## src/rtl/core/gcr_pkg.sv

```systemverilog
// Types, constants and helpers shared by the green cast reducer modules.
`default_nettype none

package gcr_pkg;

  localparam int unsigned NumStages = 8;
  localparam int unsigned AddrWidth = 4;
  localparam int unsigned DataWidth = 32;

  localparam logic [16:0] StrengthOne = 17'h10000;
  localparam logic [15:0] FullScale8  = 16'd255;
  localparam logic [15:0] FullScale16 = 16'hFFFF;

  localparam logic [1:0] RegIdxMode     = 2'd0;
  localparam logic [1:0] RegIdxStrength = 2'd1;
  localparam logic [1:0] RegIdxEight    = 2'd2;

  typedef enum logic [1:0] {
    MODE_AVG_NEUTRAL = 2'd0,
    MODE_MAX_NEUTRAL = 2'd1,
    MODE_MAX_MASK    = 2'd2,
    MODE_ADD_MASK    = 2'd3
  } gcr_mode_e;

  typedef struct packed {
    gcr_mode_e   mode;
    logic [16:0] strength;
    logic        eight_bit_image;
  } gcr_cfg_t;

  typedef struct packed {
    logic [15:0] red_in;
    logic [15:0] green_in;
    logic [15:0] blue_in;
    logic        frame_end_in;
  } gcr_in_t;

  typedef struct packed {
    logic [15:0] red_out;
    logic [15:0] green_out;
    logic [15:0] blue_out;
    logic        frame_end_out;
  } gcr_out_t;

  // Sample data that rides along the pipeline next to the arithmetic.
  typedef struct packed {
    logic [15:0] red;
    logic [15:0] green;
    logic [15:0] blue;
    logic        frame_end;
    logic [15:0] neutral;
  } gcr_carry_t;

  // Mask terms handed from the front end to the multiplier stages.
  typedef struct packed {
    logic [15:0] mask;
    logic [15:0] headroom;
    logic [16:0] keep;
  } gcr_mask_t;

  function automatic logic [15:0] full_scale(input logic eight_bit);
    full_scale = eight_bit ? FullScale8 : FullScale16;
  endfunction

endpackage

`default_nettype wire

```

## src/rtl/core/gcr_cfg_regs.sv

```systemverilog
// Configuration register file behind the APB-style port.
`default_nettype none

module gcr_cfg_regs (
  input  logic                                 clk_i,
  input  logic                                 rst_ni,
  input  logic                                 psel,
  input  logic                                 penable,
  input  logic                                 pwrite,
  input  logic [gcr_pkg::AddrWidth-1:0]        paddr,
  input  logic [gcr_pkg::DataWidth-1:0]        pwdata,
  output logic [gcr_pkg::DataWidth-1:0]        prdata,
  output logic                                 pready,
  output gcr_pkg::gcr_cfg_t                    cfg_o
);

  gcr_pkg::gcr_cfg_t cfg_q;
  gcr_pkg::gcr_cfg_t cfg_d;
  logic              wr_en;
  logic [1:0]        reg_idx;

  assign pready  = 1'b1;
  assign wr_en   = psel & penable & pwrite & pready;
  assign reg_idx = paddr[gcr_pkg::AddrWidth-1:2];

  always_comb begin
    cfg_d = cfg_q;
    if (wr_en) begin
      case (reg_idx)
        gcr_pkg::RegIdxMode:     cfg_d.mode = gcr_pkg::gcr_mode_e'(pwdata[1:0]);
        gcr_pkg::RegIdxStrength: cfg_d.strength = pwdata[16:0];
        gcr_pkg::RegIdxEight:    cfg_d.eight_bit_image = pwdata[0];
        default:                 cfg_d = cfg_q;
      endcase
    end
  end

  always_ff @(posedge clk_i or negedge rst_ni) begin
    if (!rst_ni) begin
      cfg_q <= '{mode: gcr_pkg::MODE_AVG_NEUTRAL,
                 strength: gcr_pkg::StrengthOne,
                 eight_bit_image: 1'b0};
    end else begin
      cfg_q <= cfg_d;
    end
  end

  always_comb begin
    case (reg_idx)
      gcr_pkg::RegIdxMode:     prdata = {30'd0, cfg_q.mode};
      gcr_pkg::RegIdxStrength: prdata = {15'd0, cfg_q.strength};
      gcr_pkg::RegIdxEight:    prdata = {31'd0, cfg_q.eight_bit_image};
      default:                 prdata = '0;
    endcase
  end

  assign cfg_o = cfg_q;

endmodule

`default_nettype wire

```

## src/rtl/core/gcr_front.sv

```systemverilog
// Front end: sample saturation, then neutral result and mask terms.
`default_nettype none

module gcr_front (
  input  logic                  clk_i,
  input  logic [1:0]            en_i,
  input  gcr_pkg::gcr_cfg_t     cfg_i,
  input  gcr_pkg::gcr_in_t      in_data_i,
  output gcr_pkg::gcr_carry_t   carry_o,
  output gcr_pkg::gcr_mask_t    mask_o
);

  logic [15:0]         fs;
  gcr_pkg::gcr_carry_t s1_d;
  gcr_pkg::gcr_carry_t s1_q;
  gcr_pkg::gcr_carry_t s2_d;
  gcr_pkg::gcr_carry_t s2_q;
  gcr_pkg::gcr_mask_t  mask_d;
  gcr_pkg::gcr_mask_t  mask_q;
  logic [15:0]         max_rb;
  logic [16:0]         sum_rb;
  logic [16:0]         sum_rnd;
  logic [15:0]         avg_rb;
  logic [16:0]         strength_sat;

  assign fs = gcr_pkg::full_scale(cfg_i.eight_bit_image);

  // Stage 1: clip every sample to full scale.
  always_comb begin
    s1_d.red       = (in_data_i.red_in   > fs) ? fs : in_data_i.red_in;
    s1_d.green     = (in_data_i.green_in > fs) ? fs : in_data_i.green_in;
    s1_d.blue      = (in_data_i.blue_in  > fs) ? fs : in_data_i.blue_in;
    s1_d.frame_end = in_data_i.frame_end_in;
    s1_d.neutral   = '0;
  end

  always_ff @(posedge clk_i) begin
    if (en_i[0]) begin
      s1_q <= s1_d;
    end
  end

  // Stage 2: neutral-mode green and the mask for the mixing modes.
  always_comb begin
    max_rb       = (s1_q.red > s1_q.blue) ? s1_q.red : s1_q.blue;
    sum_rb       = {1'b0, s1_q.red} + {1'b0, s1_q.blue};
    sum_rnd      = sum_rb + 17'd1;
    avg_rb       = sum_rnd[16:1];
    strength_sat = (cfg_i.strength > gcr_pkg::StrengthOne) ? gcr_pkg::StrengthOne
                                                           : cfg_i.strength;
    s2_d = s1_q;
    if (cfg_i.mode == gcr_pkg::MODE_AVG_NEUTRAL) begin
      s2_d.neutral = (s1_q.green < avg_rb) ? s1_q.green : avg_rb;
    end else begin
      s2_d.neutral = (s1_q.green < max_rb) ? s1_q.green : max_rb;
    end
    if (cfg_i.mode == gcr_pkg::MODE_MAX_MASK) begin
      mask_d.mask = max_rb;
    end else begin
      mask_d.mask = (sum_rb > {1'b0, fs}) ? fs : sum_rb[15:0];
    end
    mask_d.headroom = fs - mask_d.mask;
    mask_d.keep     = gcr_pkg::StrengthOne - strength_sat;
  end

  always_ff @(posedge clk_i) begin
    if (en_i[1]) begin
      s2_q   <= s2_d;
      mask_q <= mask_d;
    end
  end

  assign carry_o = s2_q;
  assign mask_o  = mask_q;

endmodule

`default_nettype wire

```

## src/rtl/core/gcr_scale_mul.sv

```systemverilog
// Multiplier stages: build the mixing weight and scale green by it.
`default_nettype none

module gcr_scale_mul (
  input  logic                  clk_i,
  input  logic [2:0]            en_i,
  input  gcr_pkg::gcr_cfg_t     cfg_i,
  input  gcr_pkg::gcr_carry_t   carry_i,
  input  gcr_pkg::gcr_mask_t    mask_i,
  output gcr_pkg::gcr_carry_t   carry_o,
  output logic [31:0]           quot_num_o
);

  gcr_pkg::gcr_carry_t s3_q;
  gcr_pkg::gcr_carry_t s4_q;
  gcr_pkg::gcr_carry_t s5_q;
  logic [32:0]         keep_prod;
  logic [31:0]         keep_prod_q;
  logic [15:0]         mask_q;
  logic [31:0]         weight_d;
  logic [31:0]         weight_q;
  logic [15:0]         fs;
  logic [47:0]         scaled;
  logic [31:0]         quot_num_q;

  assign fs = gcr_pkg::full_scale(cfg_i.eight_bit_image);

  // Stage 3: (1 - amount) * (F - m), in units of 1/65536.
  assign keep_prod = {16'd0, mask_i.keep} * {17'd0, mask_i.headroom};

  always_ff @(posedge clk_i) begin
    if (en_i[0]) begin
      s3_q        <= carry_i;
      keep_prod_q <= keep_prod[31:0];
      mask_q      <= mask_i.mask;
    end
  end

  // Stage 4: add the mask term; the weight never exceeds 65536 * F.
  assign weight_d = keep_prod_q + {mask_q, 16'd0};

  always_ff @(posedge clk_i) begin
    if (en_i[1]) begin
      s4_q     <= s3_q;
      weight_q <= weight_d;
    end
  end

  // Stage 5: g * weight plus half of 65536 * F, then drop the 65536 factor.
  // Flooring twice equals flooring once, so what remains is a plain divide by F.
  assign scaled = {32'd0, s4_q.green} * {16'd0, weight_q}
                + {17'd0, fs, 15'd0};

  always_ff @(posedge clk_i) begin
    if (en_i[2]) begin
      s5_q       <= s4_q;
      quot_num_q <= scaled[47:16];
    end
  end

  assign carry_o    = s5_q;
  assign quot_num_o = quot_num_q;

endmodule

`default_nettype wire

```

## src/rtl/core/gcr_div_fs.sv

```systemverilog
// Divide by full scale (2^k - 1), correct the estimate, pick the result.
`default_nettype none

module gcr_div_fs (
  input  logic                  clk_i,
  input  logic [2:0]            en_i,
  input  gcr_pkg::gcr_cfg_t     cfg_i,
  input  gcr_pkg::gcr_carry_t   carry_i,
  input  logic [31:0]           quot_num_i,
  output gcr_pkg::gcr_out_t     out_data_o
);

  gcr_pkg::gcr_carry_t s6_q;
  gcr_pkg::gcr_carry_t s7_q;
  logic [32:0]         est_sum;
  logic [16:0]         est_d;
  logic [16:0]         est_q;
  logic [16:0]         est7_q;
  logic [31:0]         num6_q;
  logic [32:0]         est_mul;
  logic [32:0]         rem_full;
  logic [17:0]         rem_q;
  logic [15:0]         fs;
  logic [17:0]         fs_x1;
  logic [17:0]         fs_x2;
  logic [16:0]         quot;
  logic [15:0]         green_mix;
  gcr_pkg::gcr_out_t   out_d;
  gcr_pkg::gcr_out_t   out_q;

  assign fs    = gcr_pkg::full_scale(cfg_i.eight_bit_image);
  assign fs_x1 = {2'b00, fs};
  assign fs_x2 = {1'b0, fs, 1'b0};

  // Stage 6: y / (2^k - 1) is close to (y + y >> k) >> k, at most two low.
  always_comb begin
    if (cfg_i.eight_bit_image) begin
      est_sum = {1'b0, quot_num_i} + {9'd0, quot_num_i[31:8]};
      est_d   = est_sum[24:8];
    end else begin
      est_sum = {1'b0, quot_num_i} + {17'd0, quot_num_i[31:16]};
      est_d   = est_sum[32:16];
    end
  end

  always_ff @(posedge clk_i) begin
    if (en_i[0]) begin
      s6_q   <= carry_i;
      est_q  <= est_d;
      num6_q <= quot_num_i;
    end
  end

  // Stage 7: remainder of the estimate, below three times full scale.
  always_comb begin
    if (cfg_i.eight_bit_image) begin
      est_mul = {8'd0, est_q, 8'd0} - {16'd0, est_q};
    end else begin
      est_mul = {est_q, 16'd0} - {16'd0, est_q};
    end
    rem_full = {1'b0, num6_q} - est_mul;
  end

  always_ff @(posedge clk_i) begin
    if (en_i[1]) begin
      s7_q   <= s6_q;
      est7_q <= est_q;
      rem_q  <= rem_full[17:0];
    end
  end

  // Stage 8: correct the quotient, clamp, and choose by mode.
  always_comb begin
    if (rem_q >= fs_x2) begin
      quot = est7_q + 17'd2;
    end else if (rem_q >= fs_x1) begin
      quot = est7_q + 17'd1;
    end else begin
      quot = est7_q;
    end
    green_mix = (quot > {1'b0, fs}) ? fs : quot[15:0];
    out_d.red_out       = s7_q.red;
    out_d.blue_out      = s7_q.blue;
    out_d.frame_end_out = s7_q.frame_end;
    if (cfg_i.mode == gcr_pkg::MODE_AVG_NEUTRAL
        || cfg_i.mode == gcr_pkg::MODE_MAX_NEUTRAL) begin
      out_d.green_out = s7_q.neutral;
    end else begin
      out_d.green_out = green_mix;
    end
  end

  always_ff @(posedge clk_i) begin
    if (en_i[2]) begin
      out_q <= out_d;
    end
  end

  assign out_data_o = out_q;

endmodule

`default_nettype wire

```

## src/rtl/core/green_cast_reducer.sv

```systemverilog
// Top level of the green cast reducer: config port, pipeline control, datapath.
//
//   Channel  Direction  Handshake                  Payload
//   in       sink       in_valid_i / in_stall_o    in_data_i   (gcr_in_t)
//   out      source     out_valid_o / out_stall_i  out_data_o  (gcr_out_t)
//   config   sink       psel, penable, pwrite      paddr, pwdata, prdata
//
// One pixel beat is taken every clock unless in_stall_o is high; each beat passes
// through the eight register stages of the datapath (saturate, mask, two
// multiplier stages with an add between, divide estimate, remainder, fix).
// Reset empties the pipeline and loads the register reset values.
// Every stage has its own valid bit and loads while it is empty or the stage
// after it moves, so a stalled output holds its beat and any bubbles behind it
// are squeezed out before the input side is stalled.
`default_nettype none

module green_cast_reducer (
  input  logic                           clk_i,
  input  logic                           rst_ni,
  input  logic                           psel,
  input  logic                           penable,
  input  logic                           pwrite,
  input  logic [gcr_pkg::AddrWidth-1:0]  paddr,
  input  logic [gcr_pkg::DataWidth-1:0]  pwdata,
  output logic [gcr_pkg::DataWidth-1:0]  prdata,
  output logic                           pready,
  input  logic                           in_valid_i,
  output logic                           in_stall_o,
  input  gcr_pkg::gcr_in_t               in_data_i,
  output logic                           out_valid_o,
  input  logic                           out_stall_i,
  output gcr_pkg::gcr_out_t              out_data_o
);

  localparam int unsigned Last = gcr_pkg::NumStages - 1;

  gcr_pkg::gcr_cfg_t                 cfg;
  logic [gcr_pkg::NumStages-1:0]     valid_q;
  logic [gcr_pkg::NumStages-1:0]     valid_d;
  logic [gcr_pkg::NumStages-1:0]     stage_en;
  gcr_pkg::gcr_carry_t               front_carry;
  gcr_pkg::gcr_mask_t                front_mask;
  gcr_pkg::gcr_carry_t               mul_carry;
  logic [31:0]                       quot_num;

  gcr_cfg_regs u_cfg_regs (
    .clk_i   (clk_i),
    .rst_ni  (rst_ni),
    .psel    (psel),
    .penable (penable),
    .pwrite  (pwrite),
    .paddr   (paddr),
    .pwdata  (pwdata),
    .prdata  (prdata),
    .pready  (pready),
    .cfg_o   (cfg)
  );

  // A stage may load when it is empty or when the stage after it moves on.
  always_comb begin
    stage_en[Last] = !valid_q[Last] || !out_stall_i;
    for (int i = Last - 1; i >= 0; i--) begin
      stage_en[i] = !valid_q[i] || stage_en[i+1];
    end
    for (int i = 0; i < gcr_pkg::NumStages; i++) begin
      if (stage_en[i]) begin
        valid_d[i] = (i == 0) ? in_valid_i : valid_q[(i == 0) ? 0 : i - 1];
      end else begin
        valid_d[i] = valid_q[i];
      end
    end
  end

  always_ff @(posedge clk_i or negedge rst_ni) begin
    if (!rst_ni) begin
      valid_q <= '0;
    end else begin
      valid_q <= valid_d;
    end
  end

  gcr_front u_front (
    .clk_i     (clk_i),
    .en_i      (stage_en[1:0]),
    .cfg_i     (cfg),
    .in_data_i (in_data_i),
    .carry_o   (front_carry),
    .mask_o    (front_mask)
  );

  gcr_scale_mul u_scale_mul (
    .clk_i      (clk_i),
    .en_i       (stage_en[4:2]),
    .cfg_i      (cfg),
    .carry_i    (front_carry),
    .mask_i     (front_mask),
    .carry_o    (mul_carry),
    .quot_num_o (quot_num)
  );

  gcr_div_fs u_div_fs (
    .clk_i      (clk_i),
    .en_i       (stage_en[7:5]),
    .cfg_i      (cfg),
    .carry_i    (mul_carry),
    .quot_num_i (quot_num),
    .out_data_o (out_data_o)
  );

  assign in_stall_o  = !stage_en[0];
  assign out_valid_o = valid_q[Last];

endmodule

`default_nettype wire

```

## config.mk

```make
export PLATFORM = sky130hd
export DESIGN_NAME = green_cast_reducer
export DESIGN_NICKNAME = d
export VERILOG_FILES = /design/src/rtl/core/gcr_pkg.sv /design/src/rtl/core/gcr_cfg_regs.sv /design/src/rtl/core/gcr_front.sv /design/src/rtl/core/gcr_scale_mul.sv /design/src/rtl/core/gcr_div_fs.sv /design/src/rtl/core/green_cast_reducer.sv
export SDC_FILE = /design/constraint.sdc
export NUM_CORES = 2
export LEC_CHECK = 0
export BUFFER_PORTS_ARGS = -buffer_cell sky130_fd_sc_hd__buf_2
export CAP_MARGIN = 20
export CORE_ASPECT_RATIO = 1.75
export CORE_UTILIZATION = 55
export CTS_CLUSTER_DIAMETER = 30
export DETAILED_ROUTE_END_ITERATION = 10
export PLACE_DENSITY_LB_ADDON = 0.15
export REMOVE_ABC_BUFFERS = 1
export SYNTH_ARGS = -nofsm -noshare
export SYNTH_HDL_FRONTEND = slang
export SYNTH_HIERARCHICAL = 1
export SYNTH_SLANG_ARGS = --single-unit
```

## constraint.sdc

```tcl
create_clock -name clk_i -period 6.8 [get_ports clk_i]
set_clock_uncertainty 0.15 [all_clocks]
set_input_delay 1.36 -clock clk_i [delete_from_list [all_inputs] [get_ports clk_i]]
set_output_delay 1.36 -clock clk_i [all_outputs]
set_load 0.02 [all_outputs]
```

==> flow_summary.ini <==
[detailed_routing]
route.detailed.drc = 0
vias = 35990
wl_per_cell_um = 18.5
avgViaCountPerCell = 5.38
postRouteAntennaNets = 0
dr.pass1.iters = 5
drtIter0Drc = 1635
drt_wl_total_mm = 124

[timing]
rsz0062_at_grt = yes
finalSetupViolations = 0
period_share_pct = 98.8
max_freq_ghz = 0.149
hold_slack_ps = 236
setup_tns_ps = 0
tightest_slew_ps = 1030
fin_crit_ps = 6720
finalHoldViolCount = 0
slew_viol_final = 0
max_slew_margin_pct = 30.9

[worst_hold_path]
hold_class = register to register

[cts]
clk_pin_slew_ps = 60
clock_sinks = 699
cts.hold.buffers_added = 0
clkLatencyLatePin_ps = 710
ctsRootBufferMaster = clkbuf_16
cts_tree = built
htree_num_levels = 3
cts_buffers = 88
cts_max_path_buffers = 3

[global_routing]
grt_antenna_before_repair = 1
grt_pass1_wl_mm = 198
grt_pass1_vias = 38790
grt_max_degree = 93
grt_overflow_total = 0
grt_use_total_pct = 24.9

[finish]
nFillCells = 8099
synthToLayoutAreaGrowth_pct = 13.0
fin_util_pct = 62.7
drive_above_1_share_pct = 13.2
nNetsFinal = 6453
layoutNonFillerInstCount = 6692

[critical_path]
cp-end-kind = register
crit_top_cell = fa_1
critical_path_arrival_ps = 6980
critPathMaxFanout = 20
cp.required_ps = 7070
slowest_stage = fa_1
slowest_delay_ps = 580
start_kind = register
critPathKind = register to register

[floorplanning]
io_pins = 176
initial_core_util_pct = 55.5
fp.dieW_um = 243
die_area_um2 = 103000
die_height_um = 424
core_um2 = 101000
core.rowCount = 154

[synthesis]
avgSynthCellArea_um2 = 11.2
ys_warn_count = 6
synth_cells = 4976
synthesis.area_um2 = 55900

[placement]
dp_cells = 6493
portBuffers = 142
place.gp.congestion = 0.910
place_hpwl_mm = 101

[outcome]
status = finished clean

[job]
cap_violations = 0
[cell type report]
cell class / count / area [um^2] / share of cell area [%]
Multi-Input combinational cell: 3217 / 31200 / 49.4
Sequential cell: 699 / 20900 / 33.0
Inverter: 898 / 3370 / 5.34
Timing Repair Buffer: 385 / 2860 / 4.53
Clock buffer: 93 / 2220 / 3.52
Tap cell: 1326 / 1660 / 2.63
Clock inverter: 72 / 976 / 1.54
Antenna cell: 2 / 5.00 / 0.00792
[path summary, 6_finish.rpt]
check | slack, ps | startpoint | to | cells after the start
worst min-delay path | 240 | u_scale_mul/s3_q[47] | u_scale_mul/s4_q[47] | 0
worst min register to register | 240 | u_scale_mul/s3_q[47] | u_scale_mul/s4_q[47] | 0
min in group asynchronous | 520 | rst_ni | valid_q[5] | 1
worst max-delay path | 80 | u_scale_mul/s4_q[37] | u_scale_mul/quot_num_o[20] | 25
max in group asynchronous | 5450 | rst_ni | u_cfg_regs/cfg_o[0] | 1
worst max register to register | 80 | u_scale_mul/s4_q[37] | u_scale_mul/quot_num_o[20] | 25
[routing by layer]
layer / vias to the layer above / track usage, % / part of all wire, %
li1: 16845 / - / -
met1: 17989 / 25.1 / 35
met2: 823 / 49.6 / 57
met3: 333 / 2.56 / 2.9
met4: 0 / 12.6 / 5.1
met5: - / 0 / 0
[metrics by stage]
| step | area [um^2] | setup WS [ps] |
|---|---|---|
| after floorplan | 55100 | -756 |
| after global placement | 59400 | -50.4 |
| after detailed placement | 59400 | -88.5 |
| after CTS | 62700 | 8.25 |
| after global routing | 63200 | -120 |
| final | 63200 | 83.2 |
[critical path: cells and delay by family, from the launching register on]
family / cells / cell delay [ps]
XOR/XNOR: 1 / 110
flip-flops: 1 / 410
buffers and inverters: 8 / 860
AO/OA/AOI/OAI: 4 / 810
adder cells (fa/ha/maj): 7 / 3420
AND/OR/NAND/NOR: 5 / 690
[timing repair]
action | CTS | global route
resized for setup | 5 | 59
setup buffers | 9 | 23
pin swaps | 3 | 33
endpoints found under the setup margin | 9 | 20
[flip-flops by register name, summed over array words and instances, names as in the netlist, 16 cells and up]
| register | cells |
|---|---|
| u_div_fs/num6_q | 18 |
| u_div_fs/s6_q | 49 |
| u_scale_mul/quot_num_o | 32 |
| u_scale_mul/s4_q | 65 |
| u_div_fs/out_d | 33 |
| u_cfg_regs/cfg_o | 20 |
| u_front/mask_o | 49 |
| u_div_fs/s7_q | 16 |
| u_div_fs/rem_q | 18 |
| u_div_fs/est_q | 17 |
| u_scale_mul/weight_q | 32 |
| u_scale_mul/mask_q | 16 |
| u_div_fs/est7_q | 17 |
| u_scale_mul/s3_q | 65 |
| u_scale_mul/keep_prod_q | 32 |
| u_div_fs/out_data_o | 49 |
| u_front/s1_q | 49 |
| u_front/carry_o | 65 |
| u_scale_mul/carry_o | 49 |
[cell usage in the layout, fill, tap and decap left out, drive strengths merged, types with 22 or more instances in the layout]
master  count
nor2      111
nor3       45
clkinv     32
buf       384
clkbuf     93
nand3      67
a211oi     22
a21o       69
xor2       70
fa        636
or2        40
ha        436
o21ai     110
and2      330
a21oi     145
nand2     597
inv       920
dfrtp      27
edfxtp    671
nor2b      27
nand4      41
mux2i      24
xnor2     126
Power is not shown: default switching activity piles up to over one toggle a cycle in this logic, so the estimate is an artifact.
